`src/rtl/cbt_pkg.sv`:
```
package cbt_pkg;

    localparam int CBT_MAX_COLUMNS = 1024;
    localparam int COL_W           = 10;
    localparam int MAX_EV          = 3;

    localparam logic [7:0] CH_QUOTE = 8'h22;
    localparam logic [7:0] CH_COMMA = 8'h2C;
    localparam logic [7:0] CH_CR    = 8'h0D;
    localparam logic [7:0] CH_LF    = 8'h0A;

    typedef enum logic [1:0] {
        KIND_CONTENT = 2'd0,
        KIND_FIELD   = 2'd1,
        KIND_RECORD  = 2'd2
    } t_kind;

    typedef enum logic [5:0] {
        PH_REC_START = 6'b000001,
        PH_FRESH     = 6'b000010,
        PH_UNQ       = 6'b000100,
        PH_QUOTED    = 6'b001000,
        PH_QSEEN     = 6'b010000,
        PH_AFTER     = 6'b100000
    } t_phase;

    typedef struct packed {
        t_kind            kind;
        logic [7:0]       data;
        logic [COL_W-1:0] col;
        logic             hdr;
        logic             last;
    } t_event;

    // all events caused by one input word
    typedef struct packed {
        logic [1:0]          cnt;
        t_event [MAX_EV-1:0] ev;
    } t_bundle;

endpackage

```
`src/rtl/cbt_parse.sv`:
```
module cbt_parse
    import cbt_pkg::*;
#(
    parameter int MAX_COLUMNS = CBT_MAX_COLUMNS,
    localparam int CW = $clog2(MAX_COLUMNS + 1)
) (
    input  logic [7:0]    i_byte,
    input  logic          i_eoi,
    input  logic          i_header_mode,
    input  t_phase        i_phase,
    input  logic [CW-1:0] i_fc,
    input  logic [CW-1:0] i_hc,
    input  logic          i_hp,
    output t_phase        o_phase,
    output logic [CW-1:0] o_fc,
    output logic [CW-1:0] o_hc,
    output logic          o_hp,
    output t_bundle       o_bundle
);

    localparam logic [CW-1:0] MAX_C  = CW'(MAX_COLUMNS);
    localparam logic [CW-1:0] LAST_C = CW'(MAX_COLUMNS - 1);

    function automatic logic [COL_W-1:0] col_of(input logic [CW-1:0] fc);
        logic [CW-1:0]       s;
        logic [CW+COL_W-1:0] w;
        s = (fc > LAST_C) ? LAST_C : fc;
        w = {{COL_W{1'b0}}, s};
        return w[COL_W-1:0];
    endfunction

    function automatic t_event mk_ev(input t_kind k, input logic [7:0] d,
                                     input logic [COL_W-1:0] c, input logic h);
        t_event e;
        e.kind = k;
        e.data = d;
        e.col  = c;
        e.hdr  = h;
        e.last = 1'b0;
        return e;
    endfunction

    always_comb begin
        logic          term, is_quote, is_comma;
        logic          ce, fe, re, nxt, blank, inh, supp;
        logic [7:0]    cb;
        logic [CW-1:0] fc0;
        logic [1:0]    n;

        o_phase  = i_phase;
        o_fc     = i_fc;
        o_hc     = i_hc;
        o_hp     = i_hp;
        o_bundle = '0;

        term     = (i_byte == CH_CR) || (i_byte == CH_LF);
        is_quote = (i_byte == CH_QUOTE);
        is_comma = (i_byte == CH_COMMA);
        ce       = 1'b0;
        fe       = 1'b0;
        re       = 1'b0;
        nxt      = 1'b0;
        blank    = 1'b0;
        cb       = i_byte;
        n        = 2'd0;
        fc0      = (i_phase == PH_REC_START) ? '0 : i_fc;

        case (i_phase)
            PH_FRESH, PH_UNQ: begin
                if (term) begin
                    fe = 1'b1;
                    re = 1'b1;
                end else if (is_comma) begin
                    fe      = 1'b1;
                    nxt     = 1'b1;
                    o_phase = PH_FRESH;
                end else if (is_quote && i_phase == PH_FRESH) begin
                    o_phase = PH_QUOTED;
                end else begin
                    ce      = 1'b1;
                    o_phase = PH_UNQ;
                end
            end
            PH_QUOTED: begin
                if (is_quote) begin
                    o_phase = PH_QSEEN;
                end else begin
                    ce = 1'b1;
                end
            end
            PH_QSEEN, PH_AFTER: begin
                if (is_quote && i_phase == PH_QSEEN) begin
                    // doubled quote inside a quoted field
                    ce      = 1'b1;
                    cb      = CH_QUOTE;
                    o_phase = PH_QUOTED;
                end else if (term) begin
                    fe = 1'b1;
                    re = 1'b1;
                end else if (is_comma) begin
                    fe      = 1'b1;
                    nxt     = 1'b1;
                    o_phase = PH_FRESH;
                end else begin
                    o_phase = PH_AFTER;
                end
            end
            default: begin
                o_phase = PH_REC_START;
                o_fc    = '0;
                if (term) begin
                    // blank record: only a blank header reports anything
                    if (i_header_mode && i_hp) begin
                        re    = 1'b1;
                        blank = 1'b1;
                    end
                end else if (is_comma) begin
                    fe      = 1'b1;
                    nxt     = 1'b1;
                    o_phase = PH_FRESH;
                end else if (is_quote) begin
                    o_phase = PH_QUOTED;
                end else begin
                    ce      = 1'b1;
                    o_phase = PH_UNQ;
                end
            end
        endcase

        inh  = i_header_mode && i_hp;
        supp = i_header_mode && !i_hp && (fc0 >= i_hc);

        if ((ce || fe) && !supp) begin
            o_bundle.ev[n] = mk_ev(ce ? KIND_CONTENT : KIND_FIELD, ce ? cb : 8'd0,
                                   col_of(fc0), inh);
            n = n + 2'd1;
        end
        if (re) begin
            o_bundle.ev[n] = mk_ev(KIND_RECORD, 8'd0, col_of(fc0), inh);
            n = n + 2'd1;
            if (inh) begin
                if (blank) begin
                    o_hc = '0;
                end else begin
                    o_hc = (fc0 < MAX_C) ? fc0 + CW'(1) : MAX_C;
                end
                o_hp = 1'b0;
            end
            o_fc    = '0;
            o_phase = PH_REC_START;
        end
        if (nxt) begin
            o_fc = (fc0 < MAX_C) ? fc0 + CW'(1) : fc0;
        end

        // close an open record at the end of the document
        if (i_eoi) begin
            if (o_phase != PH_REC_START) begin
                if (!(i_header_mode && !o_hp && (o_fc >= o_hc))) begin
                    o_bundle.ev[n] = mk_ev(KIND_FIELD, 8'd0, col_of(o_fc),
                                           i_header_mode && o_hp);
                    n = n + 2'd1;
                end
                o_bundle.ev[n] = mk_ev(KIND_RECORD, 8'd0, col_of(o_fc),
                                       i_header_mode && o_hp);
                n = n + 2'd1;
            end
            o_phase = PH_REC_START;
            o_fc    = '0;
            o_hc    = '0;
            o_hp    = 1'b1;
        end

        o_bundle.cnt = n;
        for (int i = 0; i < MAX_EV; i++) begin
            o_bundle.ev[i].last = (n != 2'd0) && (2'(i) == n - 2'd1);
        end
    end

endmodule

```
`src/rtl/cbt_evq.sv`:
```
module cbt_evq
    import cbt_pkg::*;
(
    input  logic    i_clk,
    input  logic    i_rst_n,
    input  logic    i_push,
    input  t_bundle i_bundle,
    output logic    o_full,
    output logic    o_tvalid,
    input  logic    i_tready,
    output t_event  o_event
);

    localparam int DEPTH = 2;
    localparam int PW    = $clog2(DEPTH);
    localparam int NW    = $clog2(DEPTH + 1);

    t_bundle       r_mem [DEPTH];
    logic [PW-1:0] r_wr, n_wr, r_rd, n_rd;
    logic [NW-1:0] r_cnt, n_cnt;
    logic [1:0]    r_idx, n_idx;
    t_bundle       cur;
    logic          pop_ev, pop_b;

    assign cur      = r_mem[r_rd];
    assign o_tvalid = (r_cnt != '0);
    assign o_full   = (r_cnt == NW'(DEPTH));
    assign o_event  = cur.ev[r_idx];
    assign pop_ev   = o_tvalid && i_tready;
    assign pop_b    = pop_ev && (r_idx == cur.cnt - 2'd1);

    always_comb begin
        n_wr  = i_push ? r_wr + PW'(1) : r_wr;
        n_rd  = pop_b ? r_rd + PW'(1) : r_rd;
        n_cnt = r_cnt + NW'(i_push) - NW'(pop_b);
        if (pop_b) begin
            n_idx = 2'd0;
        end else if (pop_ev) begin
            n_idx = r_idx + 2'd1;
        end else begin
            n_idx = r_idx;
        end
    end

    always_ff @(posedge i_clk) begin
        if (!i_rst_n) begin
            r_wr  <= '0;
            r_rd  <= '0;
            r_cnt <= '0;
            r_idx <= 2'd0;
        end else begin
            r_wr  <= n_wr;
            r_rd  <= n_rd;
            r_cnt <= n_cnt;
            r_idx <= n_idx;
        end
    end

    always_ff @(posedge i_clk) begin
        if (i_push) begin
            r_mem[r_wr] <= i_bundle;
        end
    end

endmodule

```
`src/rtl/csv_byte_tokenizer.sv`:
```
// channel  | dir | tdata                 | tuser              | tlast
// s_axis   | in  | [7:0] text_byte       | -                  | end_of_input
// m_axis   | out | [7:0] content_byte,   | [1:0] event_kind,  | last_of_run
//          |     | [17:8] column_index   | [2] from_header    |
// cfg      | in  | i_cfg_wdata: header_mode, written when i_cfg_we is high
//
// one byte is accepted per cycle unless the event queue is full; it is held in
// the input register, parsed in one pass into a bundle of zero to three events.
// the event queue holds two bundles and sends one event per cycle while
// m_axis_tready is high, so the output rate bounds the sustained input rate.
// synchronous active-low reset clears the parser state and the queue.
// a stall on m_axis only stops input once both queue entries are taken.
module csv_byte_tokenizer
    import cbt_pkg::*;
#(
    parameter int MAX_COLUMNS = CBT_MAX_COLUMNS
) (
    input  logic        i_clk,
    input  logic        i_rst_n,
    input  logic        i_cfg_we,
    input  logic        i_cfg_wdata,
    input  logic        s_axis_tvalid,
    output logic        s_axis_tready,
    input  logic [7:0]  s_axis_tdata,   // text_byte
    input  logic        s_axis_tlast,
    output logic        m_axis_tvalid,
    input  logic        m_axis_tready,
    output logic [23:0] m_axis_tdata,   // content_byte, column_index, zero pad
    output logic [2:0]  m_axis_tuser,   // event_kind, from_header
    output logic        m_axis_tlast
);

    localparam int CW = $clog2(MAX_COLUMNS + 1);

    logic          r_hm;
    logic          r_in_valid;
    logic [7:0]    r_in_byte;
    logic          r_in_eoi;
    t_phase        r_phase, n_phase;
    logic [CW-1:0] r_fc, n_fc, r_hc, n_hc;
    logic          r_hp, n_hp;
    t_bundle       bundle;
    t_event        ev;
    logic          q_full, fire;

    assign fire          = r_in_valid && !q_full;
    assign s_axis_tready = !r_in_valid || fire;

    cbt_parse #(
        .MAX_COLUMNS(MAX_COLUMNS)
    ) u_parse (
        .i_byte        (r_in_byte),
        .i_eoi         (r_in_eoi),
        .i_header_mode (r_hm),
        .i_phase       (r_phase),
        .i_fc          (r_fc),
        .i_hc          (r_hc),
        .i_hp          (r_hp),
        .o_phase       (n_phase),
        .o_fc          (n_fc),
        .o_hc          (n_hc),
        .o_hp          (n_hp),
        .o_bundle      (bundle)
    );

    cbt_evq u_evq (
        .i_clk    (i_clk),
        .i_rst_n  (i_rst_n),
        .i_push   (fire && bundle.cnt != 2'd0),
        .i_bundle (bundle),
        .o_full   (q_full),
        .o_tvalid (m_axis_tvalid),
        .i_tready (m_axis_tready),
        .o_event  (ev)
    );

    assign m_axis_tdata = {6'd0, ev.col, ev.data};
    assign m_axis_tuser = {ev.hdr, ev.kind};
    assign m_axis_tlast = ev.last;

    always_ff @(posedge i_clk) begin
        if (!i_rst_n) begin
            r_hm       <= 1'b0;
            r_in_valid <= 1'b0;
            r_phase    <= PH_REC_START;
            r_fc       <= '0;
            r_hc       <= '0;
            r_hp       <= 1'b1;
        end else begin
            if (i_cfg_we) begin
                r_hm <= i_cfg_wdata;
            end
            if (s_axis_tready) begin
                r_in_valid <= s_axis_tvalid;
            end
            if (fire) begin
                r_phase <= n_phase;
                r_fc    <= n_fc;
                r_hc    <= n_hc;
                r_hp    <= n_hp;
            end
        end
    end

    always_ff @(posedge i_clk) begin
        if (s_axis_tvalid && s_axis_tready) begin
            r_in_byte <= s_axis_tdata;
            r_in_eoi  <= s_axis_tlast;
        end
    end

endmodule

```
`config.mk`:
```
export PLATFORM = sky130hd
export DESIGN_NAME = csv_byte_tokenizer
export DESIGN_NICKNAME = d
export VERILOG_FILES = /design/src/rtl/cbt_pkg.sv /design/src/rtl/cbt_parse.sv /design/src/rtl/cbt_evq.sv /design/src/rtl/csv_byte_tokenizer.sv
export SDC_FILE = /design/constraint.sdc
export NUM_CORES = 1
export LEC_CHECK = 0
export BUFFER_PORTS_ARGS = -buffer_cell sky130_fd_sc_hd__buf_4
export CELL_PAD_IN_SITES_DETAIL_PLACEMENT = 0
export CELL_PAD_IN_SITES_GLOBAL_PLACEMENT = 1
export CORE_AREA = 2 2 168 170
export CTS_BUF_LIST = sky130_fd_sc_hd__clkbuf_16
export DETAILED_ROUTE_END_ITERATION = 10
export DIE_AREA = 0 0 170 172
export PLACE_DENSITY_LB_ADDON = 0.05
export SYNTH_ARGS = -nofsm -noshare
export SYNTH_HDL_FRONTEND = slang
export SYNTH_SLANG_ARGS = --single-unit
```
`constraint.sdc`:
```
create_clock -name i_clk -period 8.4 [get_ports i_clk]
set_clock_uncertainty 0.15 [all_clocks]
set_input_delay 1.68 -clock i_clk [delete_from_list [all_inputs] [get_ports i_clk]]
set_output_delay 1.68 -clock i_clk [all_outputs]
set_load 0.02 [all_outputs]
```
==> summary.txt, run 1 <==
Synthesis
  – Ys Warns: 0
  – Synth Instances: 747
  – Register bit total from synthesis: 151
  – EDFF count, synth: 113
  – Share of flip-flops with an asynchronous set or reset: 0%
  – Ys flop type: edfxtp_1
  – Mapped cell area: 0.00813 mm2
  – Seq/Total Area, Yosys: 51.1%
  – Synth Area per Inst: 10.9 um2
  – Netlist cell types: 78

Die
  – Io pins: 45
  – Die Y: 172 um
  – Die width: 170 um
  – Core area: 0.0275 mm2
  – Number of placement rows: 61
  – Die area: 0.0292 mm2
  – Initial Util: 29.6%

Final layout
  – Ant diodes: 0
  – Commonest non-fill, non-tap cell in the layout: edfxtp_1
  – Most frequent cells in the layout: 113 x edfxtp_1, 80 x nor2_1, 49 x inv_1, 49 x buf_4, 45 x o22ai_1
  – Area grow syn2layout: 14.6%
  – Final #Nets: 819
  – Layout cell share with drive strength beyond 1: 15.5%
  – Fin cells: 1132
  – # fillers: 2802

Global routing
  – Antenna violations before repair: 0
  – First-pass GRT wire length: 35300 um
  – Vias in the first global route: 5820
  – Largest net degree at the start of global routing: 39
  – Total gr overflow: 0
  – Tot GR Track Use: 16.0%

Timing
  – Worst setup margin: 1.32 ns
  – Final Hold Viols: 0
  – Min Tclk post-route: 7.08 ns
  – Final hold slack: 0.366 ns
  – Slew HR: 34.5%
  – Setup-failing EPs final: 0
  – Final period util: 84.3%
  – Setup TNS: 0 ns
  – Final Slew Violations: 0
  – RSZ-0062 raised after global routing: no
  – Worst slew pin tran: 0.980 ns
  – Fmax: 0.141 GHz

Pwr
  – Sw frac: 29.0%
  – P_int: 1.35 mW
  – Combinational share of power: 16.0%
  – Sequential group share of total power: 45.0%
  – Clock power frac: 39.1%
  – Max IR drop VDD: 0.0734 mV
  – Pwr per Cell Area: 204 mW/mm2
  – Net switching power of the design: 0.551 mW
  – Static leakage: 3.32 nW

Route
  – Uppermost routed layer: met4
  – Routed met3 length: 825 um
  – Vias: 5815
  – M1 WL: 11100 um
  – WL/cell: 19.8 um
  – Routed wl met2: 10100 um
  – 1st-iter DRT viols: 402
  – Detailed-route vias per instance: 5.14
  – DR DRC count: 0
  – DRT Pass-1 Iters: 5
  – Routed wire length: 22400 um
  – Final ANT Viol Nets: 0

Setup path
  – CP Capture Type: register
  – Worst-path fanout max: 24
  – Worst Path Arrival: 7.04 ns
  – Critical path required time: 8.36 ns
  – Crit Path Class: reg2reg
  – CP Launch Type: register

Clocking
  – CTS Hold Bufs: 0
  – CTS tree: yes
  – Post CTS Setup Buffer Count: 0
  – Maximum root-to-sink buffer count: 2
  – Clock transition at path regs: 0.07 ns
  – Total CTS buffers: 17
  – CTS H-tree depth: 4
  – Post-CTS Resized: 0
  – Clock Latency Late Sink: 0.43 ns
  – Sink Count: 151
  – CTS root buffer: clkbuf_16

Placed design
  – PortBufs: 38
  – Post-place setup slack: 1.30 ns
  – Placed Cells: 1100
  – DP HPWL: 16100 um
  – Placer Congestion: 0.784

Status
  – Status: complete, no violations

Run
  – Max-cap viol count: 0

Hold path
  – Hold Crit Class: reg2reg
## synthesized netlist by cell type, types with 13 or more instances
cell type,count,share of area (%)
o21ai_0,29,1.8
a22oi_1,13,1.2
o22ai_1,45,3.5
dfxtp_1,38,9.4
nand2_1,32,1.5
nand3_1,13,0.80
and2_1,25,1.9
a21oi_1,16,0.98
clkbuf_1,26,1.2
mux2i_1,27,3.3
nor2b_1,23,1.8
inv_1,48,2.2
edfxtp_1,113,42
mux4_2,14,3.9
ha_1,31,4.8
nor2_1,83,3.8
## state kept, by name (all words and copies together) (netlist names), 2 cells and up, named ones only
name / flops
u_evq.r_mem: 104
r_fc: 11
r_hc: 11
r_in_byte: 8
r_phase: 6
u_evq.r_cnt: 2
u_evq.r_idx: 2
## power by group through the flow
stage | Combinational [mW] | Clock, mW | Sequential [mW]
2_1_floorplan | 0.201 | 0 | 0.870
3_3_place_gp | 0.310 | 0 | 0.872
3_5_place_dp | 0.311 | 0 | 0.873
4_1_cts | 0.312 | 0.765 | 0.857
5_1_grt | 0.334 | 0.796 | 0.861
6_report | 0.304 | 0.744 | 0.856
## worst max-delay path, stage by stage (launching register included)
cell and delay (ns):
edfxtp_1 0.42, or4b_1 0.64, a211oi_4 0.40, nand3_1 0.72
nor4_1 0.51, a31oi_1 0.14, ha_1 0.40, nand4_1 0.09
o21ai_0 0.34, nor3_1 0.12, a2111o_1 0.58, xnor2_1 0.32
ha_1 0.30, nor2b_1 0.14, a32oi_1 0.23, o211ai_2 0.22
nor2_4 0.65, buf_4 0.36
## through the flow
stage	area [um2]	utilization (%)	total power [mW]
floorplan	8150	-	1.07
global placement	8760	31.9	1.18
detailed placement	8760	31.9	1.18
CTS	9320	33.9	1.93
global route	9320	33.9	1.99
finish	9320	33.9	1.90
## logic make-up (layout without fill, tap and decap cells)
family          count (synthesis)  in the layout  share of synthesized area (%)
simple gates                  235            235                           15.1
compound gates                169            169                           14.4
flops                         151            151                           51.1
buf+inv                        97            131                           4.92
mux                            42             42                           7.34
fa+ha+maj                      32             32                           4.89
xor+xnor                       20             20                           2.15
other cells                     1              6                         0.0461
## routing by layer
metal  track usage, %  vias to the layer above
met5                0                        -
met4             4.53                        0
met3             2.33                       22
met2             24.8                      117
met1             23.3                     2860
li1                 -                     2816
## area by class of cell
type                    count  area, um2  area share, %
repair buffers             49        368           3.95
well taps                 346        433           4.65
inverters                  50        188           2.01
flip-flops and latches    151       4160           44.6
clock inverters            15        136           1.46
clock buffers              17        425           4.57
multi-input cells         504       3610           38.8
## path summary, 6_finish.rpt
kind | startpoint | end | slack [ns] | cells past startpoint
max reg2reg | r_in_byte[6] | u_evq.r_mem[0][4] | 1.32 | 17
min reg2reg | u_evq.r_wr | u_evq.r_wr | 0.37 | 2
max | r_in_byte[6] | u_evq.r_mem[0][4] | 1.32 | 17
min | u_evq.r_wr | u_evq.r_wr | 0.37 | 2
Power figures use the tool's default switching activity.
==> run 2, diff against run 1 <==
Clock period 8.4 ns to 6.11 ns, I/O delays scaled along.
==> run 2 against run 1 <==
  * Clock power grew 44%
  * Sequential share of layout area fell by 1.1 points
  * Largest cell class unchanged
  * Cell area up 2.5%
  * Worst hold slack is essentially flat
  * Sequential power up 39%
==> summary.txt, run 2 (same netlist as run 1, synthesis figures left out) <==
Route
  – WL/cell: 19.3 um
  – Detailed-route vias per instance: 5.01
  – DR DRC count: 0
  – Final ANT Viol Nets: 0
  – 1st-iter DRT viols: 366
  – DRT Pass-1 Iters: 4
  – Routed wire length: 22300 um
  – Vias: 5782

Pwr
  – Clock power frac: 40.1%
  – Pwr per Cell Area: 280 mW/mm2
  – Sequential group share of total power: 44.5%
  – Sw frac: 27.4%
  – Static leakage: 3.46 nW
  – Max IR drop VDD: 0.162 mV
  – Net switching power of the design: 0.735 mW
  – Combinational share of power: 15.4%
  – P_int: 1.94 mW

Final layout
  – Layout cell share with drive strength beyond 1: 17.9%
  – Biggest register: u_evq.r_mem
  – # fillers: 2807
  – Biggest regs: u_evq.r_mem: 104 flops, r_fc: 11 flops, r_hc: 11 flops
  – Most frequent cells in the layout: 113 x edfxtp_1, 81 x nor2_1, 70 x buf_4
  – Area grow syn2layout: 17.5%
  – Commonest non-fill, non-tap cell in the layout: edfxtp_1
  – Area of the multi-input gates: 0.00362 mm2
  – Max reg flops: 104
  – Ant diodes: 0
  – Fin cells: 1155
  – FF/Latch Area: 0.00416 mm2
  – Final #Nets: 842

Clocking
  – Clock Latency Late Sink: 0.42 ns
  – Maximum root-to-sink buffer count: 2
  – CTS root buffer: clkbuf_16
  – Clock transition at path regs: 0.07 ns
  – Total CTS buffers: 17
  – Sink Count: 151
  – CTS Hold Bufs: 0
  – CTS H-tree depth: 4
  – CTS tree: yes

Timing
  – Setup-failing EPs final: 0
  – RSZ-0062 raised after global routing: no
  – Final Slew Violations: 0
  – Slew HR: 31.7%
  – Worst slew pin tran: 1.02 ns
  – Fmax: 0.175 GHz
  – Worst setup margin: 0.388 ns
  – Final Hold Viols: 0
  – Final period util: 93.6%
  – Min Tclk post-route: 5.72 ns
  – Setup TNS: 0 ns

Run
  – Max-cap viol count: 0

Setup path
  – CP Capture Type: register
  – CP Launch Type: register
  – R2R cell count: 23
  – Crit Path Class: reg2reg
  – Critical path required time: 6.28 ns
  – Worst Path Arrival: 5.89 ns
  – Worst-path fanout max: 5

Global routing
  – Tot GR Track Use: 16.0%
  – Antenna violations before repair: 0
  – M3 GR Usage: 2.45%
  – First-pass GRT wire length: 35500 um
  – Largest net degree at the start of global routing: 45
  – Global-route track usage on met1: 22.5%
  – GRT busiest layer: met2
  – Vias in the first global route: 6073
  – Total gr overflow: 0
  – Met2 Use GR: 25.9%

Die
  – Core area: 0.0275 mm2
  – Number of placement rows: 61
  – Die width: 170 um
  – Die Y: 172 um
  – Initial Util: 29.6%
  – Die area: 0.0292 mm2
  – Io pins: 45

Placed design
  – DP HPWL: 16000 um
  – PortBufs: 38
  – Post-place setup slack: 0.207 ns
  – Placer Congestion: 0.892
  – Placed Cells: 1122

Hold path
  – Hold Crit Class: reg2reg
  – Hold Crit Depth: 2

Status
  – Status: complete, no violations
==> run 2: changes by cell type in the layout (fill, tap and decap cells not counted), moves of 2 or more <==
cell and delta:
inv_6 +2, buf_4 +21, inv_8 -3, a31oi_1 -2
a31oi_2 +2, bufinv_16 +2, clkinvlp_4 -2, clkinv_1 +2
buf_12 +2
==> run 2: worst paths after layout <==
kind	start	end	slack (ns)
min reg2reg	r_hc[9]	r_hc[9]	0.37
max	r_in_byte[7]	u_evq.r_cnt[1]	0.39
max reg2reg	r_in_byte[7]	u_evq.r_cnt[1]	0.39
min	r_hc[9]	r_hc[9]	0.37
==> run 2: stage by stage <==
step,utilization (%),instance area [um2],hold WS (ns),power [mW]
finish,34.8,9550,0.366,2.68
global route,34.8,9550,0.389,2.80
CTS,34.7,9530,0.361,2.72
detailed placement,32.6,8940,0.349,1.64
global placement,32.6,8940,0.343,1.63
floorplan,-,8150,0.313,1.47
==> run 2: repair_timing <==
action	CTS	global route
endpoints found under the setup margin	0	106
resized for setup	0	3
buffers inserted	0	1
==> run 2: cell type report <==
type                            instances  share of cell area, %
Sequential cell                       151                   43.5
Multi-Input combinational cell        504                   37.9
Timing Repair Buffer                   72                   5.92
Tap cell                              346                   4.53
Clock buffer                           17                   4.45
Inverter                               50                   1.96
Clock inverter                         15                   1.73
==> run 2: power groups by stage <==
stage / clock [mW] / sequential, mW / combinational (mW)
after floorplan: 0 / 1.19 / 0.277
after global placement: 0 / 1.21 / 0.421
after detailed placement: 0 / 1.22 / 0.421
after CTS: 1.11 / 1.19 / 0.422
after global routing: 1.15 / 1.20 / 0.451
final: 1.07 / 1.19 / 0.411
==> run 2: layer usage <==
| layer | routed length [um] | share of wire (%) | vias up |
|---|---|---|---|
| li1 | - | - | 2850 |
| met1 | 11200 | 50 | 2860 |
| met2 | 10300 | 46 | 61 |
| met3 | 550 | 2.5 | 11 |
| met4 | 272 | 1.2 | 0 |
| met5 | 0 | 0 | - |
==> run 2: critical path, stage by stage (launching register included) <==
cell and delay [ns]:
edfxtp_1 0.39, or4b_1 0.66, a211oi_4 0.28, buf_4 0.18, o211a_1 0.19, a211o_1 0.26
o21ai_0 0.17, a22o_1 0.25, ha_1 0.31, nand3_1 0.07, o21ai_0 0.17, nor3_1 0.10
a2111o_1 0.41, xnor2_1 0.29, ha_1 0.30, nor2b_1 0.14, a32oi_1 0.22, o211ai_2 0.13
ha_1 0.32, inv_1 0.04, ha_1 0.17, xnor2_1 0.13, xnor2_1 0.12, and2_1 0.15
==> run 3, diff against run 2 <==
Settings changed: CELL_PAD_IN_SITES_DETAIL_PLACEMENT 0 to 1.
==> run 3 against run 2 <==
  * First-iteration DRC count shrank 28%
  * Flip-flop and latch count is the same
  * Sequential power is essentially flat
  * Critical path depth grew 1
  * Combinational power is essentially flat
  * Non-clock buffer count grew 1
  * Sequential share of layout area shrank 0.089 points
  * Wire length grew 4.5%
  * Cell count is essentially flat
  * Die area is the same
  * Clock power is essentially flat
==> summary.txt, run 3 (same netlist as run 1, synthesis figures left out) <==
Timing
  – Slew HR: 35.1%
  – Setup-failing EPs final: 0
  – RSZ-0062 raised after global routing: no
  – Final period util: 94.2%
  – Final Hold Viols: 0
  – Final hold slack: 0.375 ns
  – Worst slew pin tran: 0.974 ns
  – Worst setup margin: 0.357 ns
  – Fmax: 0.174 GHz
  – Final Slew Violations: 0
  – Min Tclk post-route: 5.75 ns

Final layout
  – Biggest regs: u_evq.r_mem: 104 flops, r_fc: 11 flops, r_hc: 11 flops
  – Commonest non-fill, non-tap cell in the layout: edfxtp_1
  – Layout cell share with drive strength beyond 1: 19.1%
  – Biggest register: u_evq.r_mem
  – Final Util: 34.9%
  – Area grow syn2layout: 17.8%
  – Final #Nets: 843
  – Ant diodes: 0
  – Max reg flops: 104
  – Fin cells: 1156
  – Most frequent cells in the layout: 113 x edfxtp_1, 80 x nor2_1, 71 x buf_4

Route
  – DR DRC count: 0
  – DRT Pass-1 Iters: 5
  – Detailed-route vias per instance: 5.10
  – Final ANT Viol Nets: 0
  – Routed wire length: 23300 um
  – Vias: 5894
  – 1st-iter DRT viols: 262
  – WL/cell: 20.2 um

Hold path
  – Hold endpoint: u_evq.r_wr
  – Hold Crit Depth: 2
  – Hold_sp: u_evq.r_wr
  – Hold Crit Class: reg2reg

Placed design
  – DP HPWL: 16900 um
  – Post-place setup slack: 0.0504 ns
  – PortBufs: 38
  – Placer Congestion: 0.892
  – Placed Cells: 1122

Global routing
  – Largest net degree at the start of global routing: 45
  – Tot GR Track Use: 16.7%
  – Global-route track usage on met1: 23.3%
  – Vias in the first global route: 6367
  – Antenna violations before repair: 0
  – Met2 Use GR: 27.3%
  – M3 GR Usage: 2.17%
  – Total gr overflow: 0
  – GRT busiest layer: met2
  – First-pass GRT wire length: 37100 um

Clocking
  – Total CTS buffers: 17
  – CTS root buffer: clkbuf_16
  – CTS tree: yes
  – Sink Count: 151
  – Maximum root-to-sink buffer count: 2
  – Clock transition at path regs: 0.07 ns
  – CTS H-tree depth: 4
  – Clock Latency Late Sink: 0.43 ns

Setup path
  – Critical path required time: 6.28 ns
  – Worst-path fanout max: 9
  – Cell repeated most along the worst path: ha_1
  – CP Capture Type: register
  – Cell Chain, Critical Path: or4b_2 -> a211oi_4 -> nor2_2 -> o21ba_2 -> a21boi_0 -> a21o_1 -> ha_1 -> nor2b_1 -> o211ai_1 -> a21oi_1 -> nor3_1 -> a2111o_1 -> buf_4 -> o21a_1 -> ha_1 -> nor2b_1 -> a32oi_1 -> o211ai_2 -> ha_1 -> inv_1 -> ha_1 -> xnor2_1 -> xnor2_1 -> and2_1
  – R2R cell count: 24
  – CP max-delay cell: or4b_2
  – Worst Path Arrival: 5.92 ns
  – Crit Path Class: reg2reg
  – Reg2reg end: u_evq.r_cnt[1]
  – Worst path max stage delay: 0.73 ns
  – CP Launch Type: register
  – Reg2Reg Setup Slack: 0.36 ns
  – Worst reg2reg startpoint: r_phase[0]

Pwr
  – Pwr per Cell Area: 276 mW/mm2
  – Max IR drop VDD: 0.170 mV
  – Static leakage: 3.45 nW

Die
  – Core area: 0.0275 mm2
  – Die width: 170 um
  – Die Y: 172 um
  – Io pins: 45
  – Initial Util: 29.6%
  – Number of placement rows: 61
  – Die area: 0.0292 mm2

Status
  – Status: complete, no violations

Run
  – Max-cap viol count: 0
-- run 3: cell count changes in the layout (fill, tap and decap cells not counted), sizes merged --
cell,previous run,this run
buf,72,73
bufinv,2,1
clkinv,6,5
clkinvlp,0,3
inv,57,56
-- run 3: stage by stage --
stage / power, mW / cell area (um2) / TNS, ns
floorplan: 1.47 / 8150 / -22.78
global placement: 1.63 / 8940 / 0
detailed placement: 1.64 / 8940 / 0
CTS: 2.69 / 9510 / 0
global route: 2.76 / 9580 / 0
finish: 2.64 / 9580 / 0
-- run 3: final cells by class --
class | instances | area [um2]
Fill cell | 3040 | 17900
Clock buffer | 17 | 425
Clock inverter | 15 | 145
Tap cell | 346 | 433
Inverter | 50 | 188
Sequential cell | 151 | 4160
Timing Repair Buffer | 73 | 573
Multi-Input combinational cell | 504 | 3660
-- run 3: report_power, final --
part | internal [mW] | switching, mW | leakage, nW
clock | 0.571 | 0.466 | 0.276
sequential | 1.16 | 0.0374 | 1.35
combinational | 0.174 | 0.240 | 1.82
-- run 3: routing by layer --
metal	vias to the layer above	wire length [um]
li1	2855	-
met1	2944	11500
met2	76	11000
met3	19	554
met4	0	332
met5	-	0
-- run 3: worst max-delay path by stage --
stage               cells after the start                end         start
floorplan                              21  u_evq.r_mem[0][0]    r_phase[1]
global placement                       24     u_evq.r_cnt[1]  r_in_byte[7]
detailed placement                     22     u_evq.r_cnt[1]    r_phase[1]
CTS                                    22     u_evq.r_cnt[1]    r_phase[1]
global route                           24     u_evq.r_cnt[1]    r_phase[0]
finish                                 24     u_evq.r_cnt[1]    r_phase[0]
-- run 3: worst max-delay path: cells and delay by family (launching register included) --
kind | cells | cell delay [ns]
fa+ha+maj | 4 | 1.10
flops | 1 | 0.37
xor+xnor | 2 | 0.25
simple gates | 6 | 1.36
buf+inv | 2 | 0.22
compound gates | 10 | 2.19
-- run 3: timing repair --
item                                    4_1_cts  5_1_grt
gates resized for setup                       0       12
setup buffers                                 0        2
endpoints found under the setup margin        0      114
hold buffers                                  0        0
